==> src/rtl/core/assert_macros.svh <==
// Assertion macros shared by the replacement-order RTL.
`ifndef ASSERT_MACROS_SVH
`define ASSERT_MACROS_SVH
`ifndef SYNTHESIS
// Check a property at every rising clock edge outside reset.
`define ASSERT_HOLDS(lbl, clk, rst_n, prop) \
	lbl: assert property (@(posedge clk) disable iff (!rst_n) (prop)) \
		else $error("assertion failed")
// Check that a condition in one cycle is followed by another in the next.
`define ASSERT_NEXT(lbl, clk, rst_n, ante, cons) \
	lbl: assert property (@(posedge clk) disable iff (!rst_n) (ante) |=> (cons)) \
		else $error("assertion failed")
`else
`define ASSERT_HOLDS(lbl, clk, rst_n, prop)
`define ASSERT_NEXT(lbl, clk, rst_n, ante, cons)
`endif
`endif

==> src/rtl/core/tlru_pkg.sv <==
// Types and codes shared by the true-LRU replacement block.
package tlru_pkg;

	localparam int FRAME_W = 4;

	localparam logic [1:0] MODE_TOUCH  = 2'd0;
	localparam logic [1:0] MODE_INSERT = 2'd1;
	localparam logic [1:0] MODE_VICTIM = 2'd2;

	typedef struct packed {
		logic [1:0]         mode;
		logic [FRAME_W-1:0] frame;
	} request_t;

	typedef struct packed {
		logic [FRAME_W-1:0] victim_frame;
		logic               list_empty;
	} result_t;

endpackage

==> src/rtl/core/true_lru_replacement.sv <==
// True-LRU replacement order: request register, recency list and result register.
//
// Keeps the cache frames in recency order and answers one transaction per clock:
// start is taken whenever it is high (busy is never raised), and a victim request
// reports the least recently used frame through the request register and the result register,
// with done high for exactly one cycle. Touch and insert transactions give no result.
// Every transaction edits the link arrays held in flip-flops in one pass, so the next
// transaction sees its effect with no bubble. The receiver cannot stall the result.
`include "assert_macros.svh"
module true_lru_replacement
	import tlru_pkg::*;
#(
	parameter int FRAMES = 16
) (
	input  logic     clk,
	input  logic     arst_n,
	input  logic     start,
	output logic     busy,
	input  request_t request,
	output logic     done,
	output result_t  result
);

	logic     valid_s1;
	request_t req_s1;
	logic     done_s2;
	result_t  result_s2;
	result_t  victim;

	assign busy = 1'b0;

	always_ff @(posedge clk or negedge arst_n) begin
		if (!arst_n) begin
			valid_s1 <= 1'b0;
			done_s2  <= 1'b0;
		end else begin
			valid_s1 <= start;
			done_s2  <= valid_s1 && (req_s1.mode == MODE_VICTIM);
		end
	end

	always_ff @(posedge clk) begin
		if (start) begin
			req_s1 <= request;
		end
		result_s2 <= victim;
	end

	tlru_list #(
		.FRAMES(FRAMES)
	) u_list (
		.clk    (clk),
		.arst_n (arst_n),
		.valid  (valid_s1),
		.request(req_s1),
		.victim (victim)
	);

	assign done   = done_s2;
	assign result = result_s2;

	`ASSERT_NEXT(a_done_only_for_victim, clk, arst_n,
		!(valid_s1 && (req_s1.mode == MODE_VICTIM)), !done);
	`ASSERT_HOLDS(a_empty_reports_zero, clk, arst_n,
		!(done && result.list_empty) || (result.victim_frame == '0));

endmodule

==> src/rtl/core/tlru_list.sv <==
// Recency list: link arrays, head and tail pointers and their single-pass update.
`include "assert_macros.svh"
module tlru_list
	import tlru_pkg::*;
#(
	parameter int FRAMES = 16
) (
	input  logic     clk,
	input  logic     arst_n,
	input  logic     valid,
	input  request_t request,
	output result_t  victim
);

	localparam int LINK_W = $clog2(FRAMES + 1);
	localparam int IDX_W  = $clog2(FRAMES);
	localparam logic [LINK_W-1:0] NULL_LINK = LINK_W'(FRAMES);

	logic [LINK_W-1:0] prev_q [FRAMES];
	logic [LINK_W-1:0] next_q [FRAMES];
	logic [LINK_W-1:0] prev_d [FRAMES];
	logic [LINK_W-1:0] next_d [FRAMES];
	logic [LINK_W-1:0] head_q, tail_q, head_d, tail_d;

	logic              f_ok, tail_ok;
	logic              is_touch, is_insert, do_vict, do_detach, do_link;
	logic [LINK_W-1:0] f_link, tgt, p, n, head1, tail1;
	logic              wr_next_p, wr_prev_n, wr_prev_h;

	function automatic logic is_frame(input logic [LINK_W-1:0] x);
		return x < NULL_LINK;
	endfunction

	always_comb begin
		f_ok      = (32'(request.frame) < 32'(FRAMES));
		f_link    = LINK_W'(request.frame);
		tail_ok   = is_frame(tail_q);
		is_touch  = valid && (request.mode == MODE_TOUCH) && f_ok;
		is_insert = valid && (request.mode == MODE_INSERT) && f_ok;
		do_vict   = valid && (request.mode == MODE_VICTIM) && tail_ok;
		do_detach = is_touch || do_vict;
		do_link   = is_touch || is_insert;
		tgt       = do_vict ? tail_q : f_link;
		p         = prev_q[tgt[IDX_W-1:0]];
		n         = next_q[tgt[IDX_W-1:0]];

		// unlink the target first, then splice the frame in at the head
		wr_next_p = do_detach && (p != NULL_LINK) && is_frame(p);
		wr_prev_n = do_detach && (n != NULL_LINK) && is_frame(n);
		head1 = head_q;
		if (do_detach && (p == NULL_LINK) && (head_q == tgt)) begin
			head1 = n;
		end
		tail1 = tail_q;
		if (do_detach && (n == NULL_LINK) && (tail_q == tgt)) begin
			tail1 = p;
		end
		wr_prev_h = do_link && (head1 != NULL_LINK) && is_frame(head1);
		head_d = do_link ? f_link : head1;
		tail_d = (do_link && (tail1 == NULL_LINK)) ? f_link : tail1;

		// later edits win, in the order the list operations apply them
		for (int i = 0; i < FRAMES; i++) begin
			prev_d[i] = prev_q[i];
			if (wr_prev_n && (n == LINK_W'(i))) begin
				prev_d[i] = p;
			end
			if (do_link && (f_link == LINK_W'(i))) begin
				prev_d[i] = NULL_LINK;
			end
			if (wr_prev_h && (head1 == LINK_W'(i))) begin
				prev_d[i] = f_link;
			end
			next_d[i] = next_q[i];
			if (wr_next_p && (p == LINK_W'(i))) begin
				next_d[i] = n;
			end
			if (do_link && (f_link == LINK_W'(i))) begin
				next_d[i] = head1;
			end
		end

		victim.list_empty   = !tail_ok;
		victim.victim_frame = tail_ok ? FRAME_W'(tail_q) : '0;
	end

	always_ff @(posedge clk) begin
		prev_q <= prev_d;
		next_q <= next_d;
	end

	always_ff @(posedge clk or negedge arst_n) begin
		if (!arst_n) begin
			head_q <= NULL_LINK;
			tail_q <= NULL_LINK;
		end else begin
			head_q <= head_d;
			tail_q <= tail_d;
		end
	end

	`ASSERT_NEXT(a_insert_sets_head, clk, arst_n, is_insert, head_q == $past(f_link));
	`ASSERT_NEXT(a_empty_victim_keeps_list, clk, arst_n,
		valid && (request.mode == MODE_VICTIM) && !tail_ok,
		$stable(head_q) && $stable(tail_q));

endmodule

==> config.mk <==
export PLATFORM = sky130hd
export DESIGN_NAME = true_lru_replacement
export DESIGN_NICKNAME = d
export VERILOG_FILES = /design/src/rtl/core/tlru_pkg.sv /design/src/rtl/core/true_lru_replacement.sv /design/src/rtl/core/tlru_list.sv
export VERILOG_INCLUDE_DIRS = /design/src /design/src/rtl/core
export SDC_FILE = /design/constraint.sdc
export NUM_CORES = 1
export LEC_CHECK = 0
export BUFFER_PORTS_ARGS = -buffer_cell sky130_fd_sc_hd__buf_2
export CAP_MARGIN = 20
export CORE_AREA = 2 2 142 144
export DETAILED_ROUTE_END_ITERATION = 10
export DIE_AREA = 0 0 144 146
export PLACE_DENSITY = 0.81
export SLEW_MARGIN = 15
export SYNTH_ARGS = -nofsm -noshare
export SYNTH_HDL_FRONTEND = slang
export SYNTH_HIERARCHICAL = 1
export SYNTH_SLANG_ARGS = --single-unit
==> constraint.sdc <==
create_clock -name clk -period 5.7 [get_ports clk]
set_input_delay 0.855 -clock clk [delete_from_list [all_inputs] [get_ports clk]]
set_output_delay 0.855 -clock clk [all_outputs]
set_load 0.01 [all_outputs]
==> reports/qor.csv <==
metric;value;unit
synthXorXnorAreaFrac;0.488;%
synthSimpleGateAreaFrac;20.5;%
grt.overflow.total;0;
gp_congestion;1.05;
post_cts_buffers;0;
crit_type;register to register;
top_layer_used;met4;
grt_pass1_vias;9181;
hp-class;input port to async pin;
cts_tree;done;
hpwl;24500;µm
fin_setup_tns;0;ps
dp_slack;721;ps
io_pins;16;
avgViaCountPerCell;6.87;
p_total;4.42;mW
path_cells;and4bb_1 > buf_4 > mux2i_4 > buf_4 > mux4_2 > a22oi_1 > o211ai_1 > nor2_1 > nand4b_1 > and2_1 > a311o_1;
skew;13.1;ps
hold_viol_final;0;
fp.coreArea;19300;µm²
fin_area;11800;µm²
yosys_warnings;6;
h-tree-depth;4;
peakVddDrop;0.264;mV
route.met2.wl;16300;µm
synth_compound_area_share;12.0;%
ctsResizeCount;0;
rows;51;
wl;36200;µm
crit_top_cell;buf_4;
cp.arrival;5560;ps
antenna_found_initial;0;
num_vias;9545;
synth_cell_types;69;
diodes;0;
relSlewSlack;17.3;%
fp.dieW;144;µm
synth_enable_flop_cells;150;
synth_fp_nets;1122;
powerDensity;373;nW/µm²
min_period;5220;ps
multi_input_area;5140;µm²
cts_buffers;17;
worstPathRequired;6030;ps
synthMuxAreaShare;14.5;%
critPathMaxFanout;15;
async_reset_ff_share;6.56;%
drtIter0Drc;1704;
grt_max_degree;39;
drtAntennaViolNets;0;
portBuffers;14;
clk_path_buf_depth;2;
wire_per_inst;26.1;µm
ys.flop_type;edfxtp_1;
regArea;5230;µm²
status;finished clean;
wl_met3;4650;µm
finalMaxSlewViolations;0;
critPathSlowestCell;and4bb_1;
cp-end-kind;register;
fin_nets;1120;
max_cap_viol_count;0;
layout_setup_ws;478;ps
hold_slack;278;ps
dieArea;21000;µm²
initial_core_util;55.7;%
drive_gt1_share;15.1;%
track_usage;34.7;%
cp_slowest_stage_delay;590;ps
clock-sinks;183;
ys_seq_elements;183;
max_freq;191;MHz
netlist_area;10800;µm²
wl_met1;13100;µm
syn2layout_area_growth;10.1;%
min_period_over_period;91.6;%
postSynthCellCount;1113;
clkTransAtPathRegs;80;ps
clock-root-buffer;clkbuf_16;
synthAdderAreaFrac;0;%
post-route-drc-count;0;
grt_pass1_wl;54000;µm
drt_first_pass_iters;7;
insertion_delay;450;ps
avgSynthCellArea;9.67;µm²
worst_pin_slew;1240;ps
holdBufCountCts;0;
ys_seq_area_share;48.6;%
place_area;11200;µm²
leakagePower;4.37;nW
fillers;1557;
fp.dieH;146;µm
rsz0062_at_grt;false;
final-setup-viol-count;0;
worstSetupStartpointType;register;
synth_top_family_by_area;simple AND/OR/NAND/NOR gates;
## cell families (layout without fill, tap and decap cells)
group,count (synthesis),after routing
compound gates,200,200
xor+xnor,6,6
buf+inv,101,112
flops,183,183
mux,137,137
other cells,1,1
simple gates,485,485
## placed cells by master (no fill, tap or decap), types with 10 or more instances in the layout
cell         n
dfrtp_1     10
nand3b_1    10
nand2_1    151
nand4_1     20
buf_2       14
a21oi_1     90
nor4_1      11
o31a_1      18
nor3_1      19
clkbuf_16   18
edfxtp_1   150
nor2_1     175
mux2_2      36
mux2_1      36
o21ai_0     22
nand2b_1    13
nand3_1     43
dfxtp_1     21
buf_4       58
mux2i_1     54
## power breakdown
group	total [mW]	switching, mW	leakage [nW]	internal, mW
Clock	1.18	0.580	0.289	0.603
Sequential	1.79	0.121	1.69	1.67
Combinational	1.44	0.911	2.39	0.530
Total	4.42	1.61	4.37	2.80
## layout make-up
type / instances / share of cell area [%]
well taps: 265 / 2.80
clock buffers: 18 / 3.80
inverters: 4 / 0.127
clock inverters: 14 / 1.07
multi-input cells: 829 / 43.4
flip-flops and latches: 183 / 44.1
repair buffers: 76 / 4.67
## final timing paths
check / start / slack, ps / endpoint / cells past startpoint
max reg2reg: req_s1[4] / 480 / u_list/tail_q[0] / 11
max: req_s1[4] / 480 / u_list/tail_q[0] / 11
min reg2reg: u_list/tail_q[4] / 500 / result[0] / 0
min: arst_n / 280 / u_list/head_q[2] / 1
min in group clk: u_list/tail_q[4] / 500 / result[0] / 0
max in group asynchronous: arst_n / 5150 / u_list/tail_q[4] / 1
## state kept, by name (all words and copies together) (netlist names)
register and count:
u_list/tail_q 5, u_list/head_q 5, valid_s1 1, u_list/next_q 80, u_list/prev_q 80, req_s1 6
done 1, result 5
## worst max-delay path, delay by kind of cell, from the launching register on
family	cells	cell delay, ps
multiplexers	2	1060
AO/OA/AOI/OAI	3	880
flip-flops	1	420
AND/OR/NAND/NOR	4	2050
buffers and inverters	2	680
## metrics by stage
step           instances  utilization [%]
2_1_floorplan       1113                -
3_3_place_gp        1354             58.1
3_5_place_dp        1354             58.1
4_1_cts             1386             61.1
5_1_grt             1389             61.3
6_report            1389             61.3
## cells in the mapped netlist (11+ instances only)
library cell  number  area share (%)
nor2_1           176             6.1
nand2_1          151             5.3
edfxtp_1         150              42
a21oi_1           90             4.2
clkbuf_1          72             2.5
mux2i_1           55             5.1
nand3_1           43             2.0
mux2_1            36             3.8
mux2_2            36             3.8
o21ai_0           22             1.0
dfxtp_1           21             3.9
nand4_1           20             1.2
nor3_1            19            0.88
o31a_1            18             1.5
buf_2             13            0.60
nand2b_1          13            0.76
nor4_1            11            0.64
## metal layers
| metal | GRT usage, % | vias up |
|---|---|---|
| met5 | 0 | - |
| met4 | 17.9 | 0 |
| met3 | 8.59 | 186 |
| met2 | 52.5 | 812 |
| met1 | 46.3 | 4496 |
| li1 | - | 4051 |
Note: power is estimated with default switching activity, not from simulation.
